File: config.mk
export PLATFORM = sky130hd
export DESIGN_NAME = fraction_arith_gcd_reduce_flat
export DESIGN_NICKNAME = d
export VERILOG_FILES = /design/src/rtl/fagr_pkg.sv /design/src/rtl/fagr_chan_if.sv /design/src/rtl/fraction_arith_gcd_reduce.sv /design/src/flat_wrapper.sv
export VERILOG_INCLUDE_DIRS = /design/src /design/src/rtl
export SDC_FILE = /design/constraint.sdc
export NUM_CORES = 2
export LEC_CHECK = 0
export ABC_AREA = 1
export BUFFER_PORTS_ARGS = -buffer_cell sky130_fd_sc_hd__buf_2
export CAP_MARGIN = 10
export CORE_MARGIN = 2
export CORE_UTILIZATION = 43
export DETAILED_ROUTE_END_ITERATION = 12
export PLACE_DENSITY_LB_ADDON = 0.12
export SYNTH_ARGS = -nofsm -noshare
export SYNTH_HDL_FRONTEND = slang
export SYNTH_SLANG_ARGS = --single-unit
File: constraint.sdc
create_clock -name clk -period 13.1 [get_ports clk]
set_input_delay 0.655 -clock clk [delete_from_list [all_inputs] [get_ports clk]]
set_output_delay 0.655 -clock clk [all_outputs]
set_load 0.01 [all_outputs]
File: src/rtl/fraction_arith_gcd_reduce_assert.svh
// assertion macros for the fraction reduce block
// used by fraction_arith_gcd_reduce; no other dependencies
`ifndef FRACTION_ARITH_GCD_REDUCE_ASSERT_SVH
`define FRACTION_ARITH_GCD_REDUCE_ASSERT_SVH

// same-cycle implication
`define FAGR_ASSERT_SAME(label, clk_s, rstn_s, ante, cons, msg) \
  label: assert property (@(posedge clk_s) disable iff (!rstn_s) (ante) |-> (cons)) \
    else $error(msg);

// next-cycle implication
`define FAGR_ASSERT_NEXT(label, clk_s, rstn_s, ante, cons, msg) \
  label: assert property (@(posedge clk_s) disable iff (!rstn_s) (ante) |=> (cons)) \
    else $error(msg);

`endif

File: src/rtl/fagr_pkg.sv
// shared types and constants of the fraction reduce block
// no dependencies
package fagr_pkg;

  // default operand width and fixed result field widths
  localparam int OPERAND_WIDTH_DEF = 16;
  localparam int NUM_OUT_W         = 33;
  localparam int DEN_OUT_W         = 32;

  // operation codes; the unused code acts as multiply
  typedef enum logic [1:0] {
    OP_ADD     = 2'd0,
    OP_SUB     = 2'd1,
    OP_MUL     = 2'd2,
    OP_MUL_ALT = 2'd3
  } opcode_t;

endpackage

File: src/rtl/fagr_chan_if.sv
// valid/ready channel interfaces of the fraction reduce block
// depends on fagr_pkg
interface fagr_in_if #(
  parameter int OPERAND_WIDTH = fagr_pkg::OPERAND_WIDTH_DEF
);
  logic                            valid;
  logic                            ready;
  logic [1:0]                      opcode;
  logic signed [OPERAND_WIDTH-1:0] first_numerator;
  logic signed [OPERAND_WIDTH-1:0] second_numerator;
  logic signed [OPERAND_WIDTH-1:0] first_denominator;
  logic signed [OPERAND_WIDTH-1:0] second_denominator;

  modport source (
    output valid, opcode, first_numerator, second_numerator,
           first_denominator, second_denominator,
    input  ready
  );
  modport sink (
    input  valid, opcode, first_numerator, second_numerator,
           first_denominator, second_denominator,
    output ready
  );
endinterface

interface fagr_out_if;
  logic                                   valid;
  logic                                   ready;
  logic                                   valid_res;
  logic signed [fagr_pkg::NUM_OUT_W-1:0]  result_numerator;
  logic signed [fagr_pkg::DEN_OUT_W-1:0]  result_denominator;

  modport source (
    output valid, valid_res, result_numerator, result_denominator,
    input  ready
  );
  modport sink (
    input  valid, valid_res, result_numerator, result_denominator,
    output ready
  );
endinterface

File: src/rtl/fraction_arith_gcd_reduce.sv
// Fraction add, subtract or multiply with gcd reduction of the result.
// One shared multiplier and one shared subtractor run under a one-hot sequencer.
// Depends on fagr_pkg, fagr_chan_if.sv and fraction_arith_gcd_reduce_assert.svh.
//
// Takes one item at a time (in_chan.ready is high only when idle). With W the operand
// width and M = 2*W+1 the magnitude width, an item with a zero denominator goes straight
// to the done state; any other item takes three multiplies on the shared W x W multiplier,
// the signed sum and the magnitude, a data-dependent binary gcd loop of shift or
// compare-subtract steps on the shared subtractor, then two restoring divisions of M
// quotient bits each on the same subtractor, and a wait in the done state until the
// output register is free to take the result.
// The output register holds a finished result while the next item is being worked on.
`include "fraction_arith_gcd_reduce_assert.svh"

module fraction_arith_gcd_reduce #(
  parameter int OPERAND_WIDTH = fagr_pkg::OPERAND_WIDTH_DEF
) (
  input  logic        clk,
  input  logic        rst_n,
  fagr_in_if.sink     in_chan,
  fagr_out_if.source  out_chan
);

  localparam int W     = OPERAND_WIDTH;
  localparam int MAGW  = 2 * W + 1;
  localparam int SW    = MAGW + 1;
  localparam int CNT_W = $clog2(MAGW + 1);
  localparam int EXTW  = (MAGW + 1 > fagr_pkg::NUM_OUT_W) ? MAGW + 1 : fagr_pkg::NUM_OUT_W;

  typedef enum logic [9:0] {
    ST_IDLE    = 10'b00_0000_0001,
    ST_MUL_DEN = 10'b00_0000_0010,
    ST_MUL_T1  = 10'b00_0000_0100,
    ST_MUL_T2  = 10'b00_0000_1000,
    ST_SUM     = 10'b00_0001_0000,
    ST_ABS     = 10'b00_0010_0000,
    ST_GCD     = 10'b00_0100_0000,
    ST_DIV_N   = 10'b00_1000_0000,
    ST_DIV_D   = 10'b01_0000_0000,
    ST_DONE    = 10'b10_0000_0000
  } state_t;

  // control
  state_t           state_r, state_nxt;
  logic             out_valid_r, out_valid_nxt;
  logic [CNT_W-1:0] cnt_r, cnt_nxt;

  // captured operands
  logic [1:0]   opc_r, opc_nxt;
  logic [W-1:0] n1m_r, n1m_nxt, n2m_r, n2m_nxt, d1m_r, d1m_nxt, d2m_r, d2m_nxt;
  logic         n1s_r, n1s_nxt, n2s_r, n2s_nxt, d1s_r, d1s_nxt, d2s_r, d2s_nxt;
  logic         zero_den_r, zero_den_nxt;

  // working values
  logic [MAGW-1:0]        den_mag_r, den_mag_nxt, t1_r, t1_nxt, t2_r, t2_nxt;
  logic signed [SW-1:0]   sum_r, sum_nxt;
  logic                   num_neg_r, num_neg_nxt;
  logic [MAGW-1:0]        a_r, a_nxt, b_r, b_nxt, numv_r, numv_nxt, denv_r, denv_nxt;
  logic [MAGW-1:0]        g_r, g_nxt, q_r, q_nxt, rem_r, rem_nxt, numq_r, numq_nxt;

  // output register
  logic                              res_ok_r, res_ok_nxt;
  logic [fagr_pkg::NUM_OUT_W-1:0]    res_num_r, res_num_nxt;
  logic [fagr_pkg::DEN_OUT_W-1:0]    res_den_r, res_den_nxt;

  // shared units
  logic [W-1:0]      mul_x, mul_y;
  logic [2*W-1:0]    mul_p;
  logic [MAGW:0]     sub_x, sub_y;
  logic [MAGW+1:0]   sub_d;
  logic              borrow;

  // operand capture helpers
  logic [W-1:0] raw_n1, raw_n2, raw_d1, raw_d2;
  logic         in_fire, out_free, mul_mode, sub_mode;
  logic signed [SW-1:0] term1, term2, ext1, ext2, neg_sum;
  logic [EXTW-1:0] num_ext, den_ext, num_bits, den_bits;

  assign raw_n1 = in_chan.first_numerator;
  assign raw_n2 = in_chan.second_numerator;
  assign raw_d1 = in_chan.first_denominator;
  assign raw_d2 = in_chan.second_denominator;

  assign in_chan.ready = (state_r == ST_IDLE);
  assign in_fire       = in_chan.valid && in_chan.ready;
  assign out_free      = !out_valid_r || out_chan.ready;

  assign mul_mode = (opc_r == fagr_pkg::OP_MUL) || (opc_r == fagr_pkg::OP_MUL_ALT);
  assign sub_mode = (opc_r == fagr_pkg::OP_SUB);

  // shared multiplier, operands chosen by state
  always_comb begin
    mul_x = d1m_r;
    mul_y = d2m_r;
    case (state_r)
      ST_MUL_T1: begin
        mul_x = n1m_r;
        mul_y = mul_mode ? n2m_r : d2m_r;
      end
      ST_MUL_T2: begin
        mul_x = d1m_r;
        mul_y = n2m_r;
      end
      default: begin
        mul_x = d1m_r;
        mul_y = d2m_r;
      end
    endcase
  end
  assign mul_p = mul_x * mul_y;

  // shared subtractor: gcd compare-subtract or division trial
  always_comb begin
    case (state_r)
      ST_DIV_N, ST_DIV_D: begin
        sub_x = {rem_r, q_r[MAGW-1]};
        sub_y = {1'b0, g_r};
      end
      default: begin
        sub_x = {1'b0, a_r};
        sub_y = {1'b0, b_r};
      end
    endcase
  end
  assign sub_d  = {1'b0, sub_x} - {1'b0, sub_y};
  assign borrow = sub_d[MAGW+1];

  // signed terms of the numerator sum
  assign ext1    = SW'(t1_r);
  assign ext2    = SW'(t2_r);
  assign term1   = (n1s_r ^ (mul_mode ? n2s_r : d2s_r)) ? -ext1 : ext1;
  assign term2   = mul_mode ? '0 : (((d1s_r ^ n2s_r) ^ sub_mode) ? -ext2 : ext2);
  assign neg_sum = -sum_r;

  // two's complement result fields
  assign num_ext  = EXTW'(numq_r);
  assign den_ext  = EXTW'(q_r);
  assign num_bits = num_neg_r ? (~num_ext + 1'b1) : num_ext;
  assign den_bits = (d1s_r ^ d2s_r) ? (~den_ext + 1'b1) : den_ext;

  // sequencer and datapath next state
  always_comb begin
    state_nxt    = state_r;
    out_valid_nxt = out_valid_r;
    cnt_nxt      = cnt_r;
    opc_nxt      = opc_r;
    n1m_nxt      = n1m_r;
    n2m_nxt      = n2m_r;
    d1m_nxt      = d1m_r;
    d2m_nxt      = d2m_r;
    n1s_nxt      = n1s_r;
    n2s_nxt      = n2s_r;
    d1s_nxt      = d1s_r;
    d2s_nxt      = d2s_r;
    zero_den_nxt = zero_den_r;
    den_mag_nxt  = den_mag_r;
    t1_nxt       = t1_r;
    t2_nxt       = t2_r;
    sum_nxt      = sum_r;
    num_neg_nxt  = num_neg_r;
    a_nxt        = a_r;
    b_nxt        = b_r;
    numv_nxt     = numv_r;
    denv_nxt     = denv_r;
    g_nxt        = g_r;
    q_nxt        = q_r;
    rem_nxt      = rem_r;
    numq_nxt     = numq_r;
    res_ok_nxt   = res_ok_r;
    res_num_nxt  = res_num_r;
    res_den_nxt  = res_den_r;

    // output transfer frees the register
    if (out_valid_r && out_chan.ready) begin
      out_valid_nxt = 1'b0;
    end

    case (state_r)
      ST_IDLE: begin
        if (in_fire) begin
          opc_nxt      = in_chan.opcode;
          n1s_nxt      = raw_n1[W-1];
          n2s_nxt      = raw_n2[W-1];
          d1s_nxt      = raw_d1[W-1];
          d2s_nxt      = raw_d2[W-1];
          n1m_nxt      = raw_n1[W-1] ? (~raw_n1 + 1'b1) : raw_n1;
          n2m_nxt      = raw_n2[W-1] ? (~raw_n2 + 1'b1) : raw_n2;
          d1m_nxt      = raw_d1[W-1] ? (~raw_d1 + 1'b1) : raw_d1;
          d2m_nxt      = raw_d2[W-1] ? (~raw_d2 + 1'b1) : raw_d2;
          zero_den_nxt = (raw_d1 == '0) || (raw_d2 == '0);
          state_nxt    = ((raw_d1 == '0) || (raw_d2 == '0)) ? ST_DONE : ST_MUL_DEN;
        end
      end
      ST_MUL_DEN: begin
        den_mag_nxt = MAGW'(mul_p);
        state_nxt   = ST_MUL_T1;
      end
      ST_MUL_T1: begin
        t1_nxt    = MAGW'(mul_p);
        state_nxt = ST_MUL_T2;
      end
      ST_MUL_T2: begin
        t2_nxt    = MAGW'(mul_p);
        state_nxt = ST_SUM;
      end
      ST_SUM: begin
        sum_nxt   = term1 + term2;
        state_nxt = ST_ABS;
      end
      // split sign from magnitude and seed the gcd loop
      ST_ABS: begin
        num_neg_nxt = sum_r[SW-1];
        a_nxt       = sum_r[SW-1] ? neg_sum[MAGW-1:0] : sum_r[MAGW-1:0];
        numv_nxt    = sum_r[SW-1] ? neg_sum[MAGW-1:0] : sum_r[MAGW-1:0];
        b_nxt       = den_mag_r;
        denv_nxt    = den_mag_r;
        state_nxt   = ST_GCD;
      end
      // binary gcd; common factors of two are taken out of both values directly
      ST_GCD: begin
        if (a_r == '0) begin
          g_nxt     = b_r;
          q_nxt     = numv_r;
          rem_nxt   = '0;
          cnt_nxt   = '0;
          state_nxt = ST_DIV_N;
        end else if (!a_r[0] && !b_r[0]) begin
          a_nxt    = a_r >> 1;
          b_nxt    = b_r >> 1;
          numv_nxt = numv_r >> 1;
          denv_nxt = denv_r >> 1;
        end else if (!a_r[0]) begin
          a_nxt = a_r >> 1;
        end else if (!b_r[0]) begin
          b_nxt = b_r >> 1;
        end else if (borrow) begin
          a_nxt = b_r;
          b_nxt = a_r;
        end else begin
          a_nxt = sub_d[MAGW-1:0];
        end
      end
      // restoring division, one quotient bit per cycle
      ST_DIV_N, ST_DIV_D: begin
        q_nxt   = {q_r[MAGW-2:0], ~borrow};
        rem_nxt = borrow ? sub_x[MAGW-1:0] : sub_d[MAGW-1:0];
        cnt_nxt = cnt_r + 1'b1;
        if (cnt_r == CNT_W'(MAGW - 1)) begin
          cnt_nxt = '0;
          if (state_r == ST_DIV_N) begin
            numq_nxt  = {q_r[MAGW-2:0], ~borrow};
            q_nxt     = denv_r;
            rem_nxt   = '0;
            state_nxt = ST_DIV_D;
          end else begin
            state_nxt = ST_DONE;
          end
        end
      end
      // load the output register once it is free
      ST_DONE: begin
        if (out_free) begin
          out_valid_nxt = 1'b1;
          res_ok_nxt    = !zero_den_r;
          res_num_nxt   = zero_den_r ? '0 : num_bits[fagr_pkg::NUM_OUT_W-1:0];
          res_den_nxt   = zero_den_r ? '0 : den_bits[fagr_pkg::DEN_OUT_W-1:0];
          state_nxt     = ST_IDLE;
        end
      end
      default: begin
        state_nxt = ST_IDLE;
      end
    endcase
  end

  // control registers
  always_ff @(posedge clk) begin
    if (!rst_n) begin
      state_r     <= ST_IDLE;
      out_valid_r <= 1'b0;
      cnt_r       <= '0;
    end else begin
      state_r     <= state_nxt;
      out_valid_r <= out_valid_nxt;
      cnt_r       <= cnt_nxt;
    end
  end

  // payload registers
  always_ff @(posedge clk) begin
    opc_r      <= opc_nxt;
    n1m_r      <= n1m_nxt;
    n2m_r      <= n2m_nxt;
    d1m_r      <= d1m_nxt;
    d2m_r      <= d2m_nxt;
    n1s_r      <= n1s_nxt;
    n2s_r      <= n2s_nxt;
    d1s_r      <= d1s_nxt;
    d2s_r      <= d2s_nxt;
    zero_den_r <= zero_den_nxt;
    den_mag_r  <= den_mag_nxt;
    t1_r       <= t1_nxt;
    t2_r       <= t2_nxt;
    sum_r      <= sum_nxt;
    num_neg_r  <= num_neg_nxt;
    a_r        <= a_nxt;
    b_r        <= b_nxt;
    numv_r     <= numv_nxt;
    denv_r     <= denv_nxt;
    g_r        <= g_nxt;
    q_r        <= q_nxt;
    rem_r      <= rem_nxt;
    numq_r     <= numq_nxt;
    res_ok_r   <= res_ok_nxt;
    res_num_r  <= res_num_nxt;
    res_den_r  <= res_den_nxt;
  end

  // result channel
  assign out_chan.valid              = out_valid_r;
  assign out_chan.valid_res          = res_ok_r;
  assign out_chan.result_numerator   = res_num_r;
  assign out_chan.result_denominator = res_den_r;

  // checks
  `FAGR_ASSERT_NEXT(a_zero_den_skips, clk, rst_n,
    in_fire && ((raw_d1 == '0) || (raw_d2 == '0)), state_r == ST_DONE,
    "zero denominator item did not go straight to done")
  `FAGR_ASSERT_SAME(a_div_nonzero, clk, rst_n,
    (state_r == ST_DIV_N) || (state_r == ST_DIV_D), g_r != '0,
    "division started with a zero gcd")
  `FAGR_ASSERT_NEXT(a_done_loads, clk, rst_n,
    (state_r == ST_DONE) && out_free, out_valid_r && (state_r == ST_IDLE),
    "finished result not loaded into the output register")

endmodule

File: src/flat_wrapper.sv
// flat-port wrapper written by rule: the top's interface ports become plain ports
module fraction_arith_gcd_reduce_flat 
#(
  parameter int OPERAND_WIDTH = fagr_pkg::OPERAND_WIDTH_DEF
)
  (clk, rst_n, in_chan_valid, in_chan_opcode, in_chan_first_numerator, in_chan_second_numerator, in_chan_first_denominator, in_chan_second_denominator, in_chan_ready, out_chan_valid, out_chan_valid_res, out_chan_result_numerator, out_chan_result_denominator, out_chan_ready);
  fagr_in_if #(.OPERAND_WIDTH(OPERAND_WIDTH)) in_chan_i ();
  fagr_out_if out_chan_i ();
  input  logic clk;
  input  logic rst_n;
  input wire logic [$bits(in_chan_i.valid)-1:0] in_chan_valid;
  input wire logic [$bits(in_chan_i.opcode)-1:0] in_chan_opcode;
  input wire logic [$bits(in_chan_i.first_numerator)-1:0] in_chan_first_numerator;
  input wire logic [$bits(in_chan_i.second_numerator)-1:0] in_chan_second_numerator;
  input wire logic [$bits(in_chan_i.first_denominator)-1:0] in_chan_first_denominator;
  input wire logic [$bits(in_chan_i.second_denominator)-1:0] in_chan_second_denominator;
  output wire logic [$bits(in_chan_i.ready)-1:0] in_chan_ready;
  output wire logic [$bits(out_chan_i.valid)-1:0] out_chan_valid;
  output wire logic [$bits(out_chan_i.valid_res)-1:0] out_chan_valid_res;
  output wire logic [$bits(out_chan_i.result_numerator)-1:0] out_chan_result_numerator;
  output wire logic [$bits(out_chan_i.result_denominator)-1:0] out_chan_result_denominator;
  input wire logic [$bits(out_chan_i.ready)-1:0] out_chan_ready;
  assign in_chan_i.valid = in_chan_valid;
  assign in_chan_i.opcode = in_chan_opcode;
  assign in_chan_i.first_numerator = in_chan_first_numerator;
  assign in_chan_i.second_numerator = in_chan_second_numerator;
  assign in_chan_i.first_denominator = in_chan_first_denominator;
  assign in_chan_i.second_denominator = in_chan_second_denominator;
  assign in_chan_ready = in_chan_i.ready;
  assign out_chan_valid = out_chan_i.valid;
  assign out_chan_valid_res = out_chan_i.valid_res;
  assign out_chan_result_numerator = out_chan_i.result_numerator;
  assign out_chan_result_denominator = out_chan_i.result_denominator;
  assign out_chan_i.ready = out_chan_ready;
  fraction_arith_gcd_reduce #(.OPERAND_WIDTH(OPERAND_WIDTH)) u_core (.clk(clk), .rst_n(rst_n), .in_chan(in_chan_i), .out_chan(out_chan_i));
endmodule
==> flow_summary.json <==
{
  "outcome": "finished, final reports clean",
  "synth_compound_area_frac": 0.0968,
  "dieWidth_um": 312,
  "synth_seq_area_share": 0.398,
  "ios": 138,
  "holdBufCountCts": 0,
  "final-hold-violation-count": 0,
  "synth_xor_area_frac": 0.0353,
  "critical_path_arrival_ns": 8.67,
  "multiInputGateArea_um2": 20800,
  "finalWorstPathRequiredPeriod_ns": 8.25,
  "start_util": 0.432,
  "r2r_start": "u_core.state_r[6]$_SDFFE_PN0P_",
  "synth_seq_cells": 548,
  "place_congestion": 0.920,
  "fillCellCount": 9298,
  "syn_to_final_growth_pct": 9.87,
  "cts-root-buf": "clkbuf_16",
  "postCtsSetupRepairBufs": 0,
  "cts_resized": 0,
  "numPortBuffers": 137,
  "yosysMostFrequentCell": "nand2_1",
  "synth_cells": 4964,
  "grt_max_degree": 83,
  "clock_path_buffers": 3,
  "syn_nets": 5411,
  "grt_pass1_vias": 33100,
  "vias": 33600,
  "crit_top_cell": "nand2_1",
  "finalWirelength_um": 126000,
  "crit_slowest_cell": "nand2_2",
  "ctsHtreeMaxLevel": 2,
  "setup.worst_path.start": "u_core.state_r[6]$_SDFFE_PN0P_",
  "core_um2": 94600,
  "ant_nets": 0,
  "regArea_um2": 16300,
  "synth.top_cells.by_area": "edfxtp_1 39%, nand2_1 10%, fa_1 9.6%",
  "cp_max_fo": 51,
  "drv_slew": 0,
  "cap_violations": 0,
  "tns_ns": 0,
  "synth_top_area_share": 0.390,
  "dieArea_um2": 97600,
  "die_h_um": 312,
  "fmax_ghz": 0.121,
  "synth_top_family_by_area": "simple AND/OR/NAND/NOR gates",
  "hold_path.class": "in2reg",
  "synth_area_per_cell_um2": 8.24,
  "yosys_warnings": 0,
  "start_kind": "register",
  "synth.area.mux_share": 0.000245,
  "path_clk_slew_ns": 0.06,
  "drt-wirelength-per-cell_um": 19.7,
  "nNetsFinal": 5521,
  "antenna_found_initial": 2,
  "synthArstFlopShare": 0,
  "dr.pass1.iters": 6,
  "crit_required_ns": 13.52,
  "setup-violations-final": 0,
  "worst_slew_pin_slew_ns": 1.19,
  "dp_hpwl_um": 99800,
  "synth_fa_ha_area_frac": 0.151,
  "drtIter0Drc": 2788,
  "critPathMaxStageDelay_ns": 0.64,
  "rows": 113,
  "synth_top_area_cell": "edfxtp_1",
  "netlist_area_um2": 40900,
  "rsz0062_at_grt": "false",
  "cts_sinks": 548,
  "synthSimpleGateAreaFrac": 0.224,
  "grt_overflow_total": 0,
  "drive_gt1_frac": 0.0744,
  "grt_pass1_wl_um": 195000,
  "synth_edf_count": 531,
  "worstSkewPairLatency_ns": 0.71,
  "tritoncts": "built",
  "finalClockSkew_ns": 0.0723,
  "drc": 0,
  "avgViaCountPerCell": 5.25,
  "synth_cell_types": 59,
  "relSlewSlack": 0.195,
  "synth_common_cells": "1,109 x nand2_1, 831 x inv_1, 565 x nor2_1",
  "period_share": 0.630,
  "end_kind": "register",
  "grt_usage": 0.260,
  "min_from": "in_chan_opcode[1]",
  "path_class": "reg2reg",
  "cts_buffers": 59,
  "synth_ff_type": "edfxtp_1"
}
-- cell usage in the layout, fill, tap and decap left out, drive strengths merged, types with 117 or more instances in the layout --
master	n
buf	177
ha	181
inv	854
nor2	578
xor2	121
nand3	226
edfxtp	531
a21oi	252
o21ai	352
fa	196
nand2	1124
nor3	117
-- flip-flops by register name, indices dropped and copies added, names as in the netlist, 2 cells and up --
signal and count:
u_core.a_r 33, u_core.b_r 33, u_core.cnt_r 6, u_core.d1m_r 16
u_core.d2m_r 16, u_core.den_mag_r 32, u_core.denv_r 32, u_core.g_r 33
u_core.n1m_r 16, u_core.n2m_r 16, u_core.numq_r 33, u_core.numv_r 33
u_core.opc_r 2, u_core.out_chan.result_denominator 32, u_core.out_chan.result_numerator 33, u_core.q_r 33
u_core.rem_r 33, u_core.state_r 10, u_core.sum_r 34, u_core.t1_r 32
u_core.t2_r 32
-- final cells by class --
type	instances	share of cell area
timing repair buffer	177	0.0219
multi-input combinational	3434	0.464
clock buffer	73	0.0343
tap	1265	0.0352
inverter	854	0.0716
sequential	548	0.363
antenna	2	0.000111
clock inverter	37	0.0105
-- logic make-up after synthesis --
family	after synthesis
buffers and inverters	982
multiplexers	1
AO/OA/AOI/OAI	708
adder cells (fa/ha/maj)	377
flip-flops	548
XOR/XNOR	165
AND/OR/NAND/NOR	2183
-- per-layer routing --
layer	up-vias	routed length [um]	track usage
li1	16300	-	-
met1	16100	53600	0.337
met2	997	61500	0.453
met3	173	6340	0.0285
met4	2	4370	0.0837
met5	-	13	0
-- path summary, 6_finish.rpt --
path,endpoint,slack [ns],cells past startpoint
worst min register to register,u_core.g_r[16]$_DFFE_PP_,0.45,0
worst max register to register,u_core.den_mag_r[27]$_DFFE_PP_,4.85,29
worst max-delay path,u_core.den_mag_r[27]$_DFFE_PP_,4.85,29
worst min-delay path,u_core.opc_r[1]$_DFFE_PP_,0.19,1
-- per-stage QoR --
stage	cells	hold WS [ns]	worst slack (ns)	utilization	area, um2
after global placement	6277	0.428	4.91	0.454	42900
after global routing	6389	0.168	4.22	0.475	44900
after CTS	6388	0.159	4.83	0.475	44900
after floorplan	4964	0.424	6.44	-	40900
final	6390	0.194	4.85	0.475	44900
after detailed placement	6278	0.435	4.80	0.454	42900
-- critical path: cells and delay by family, from the launching register on --
family	cells	cell delay (ns)
AOI/OAI and AO/OA	4	1.32
adders and majority gates	7	3.44
buffers and inverters	5	0.85
DFF	1	0.33
and+or+nand+nor	13	2.03
Power is not shown: default switching activity piles up to over one toggle a cycle in this logic, so the estimate is an artifact.
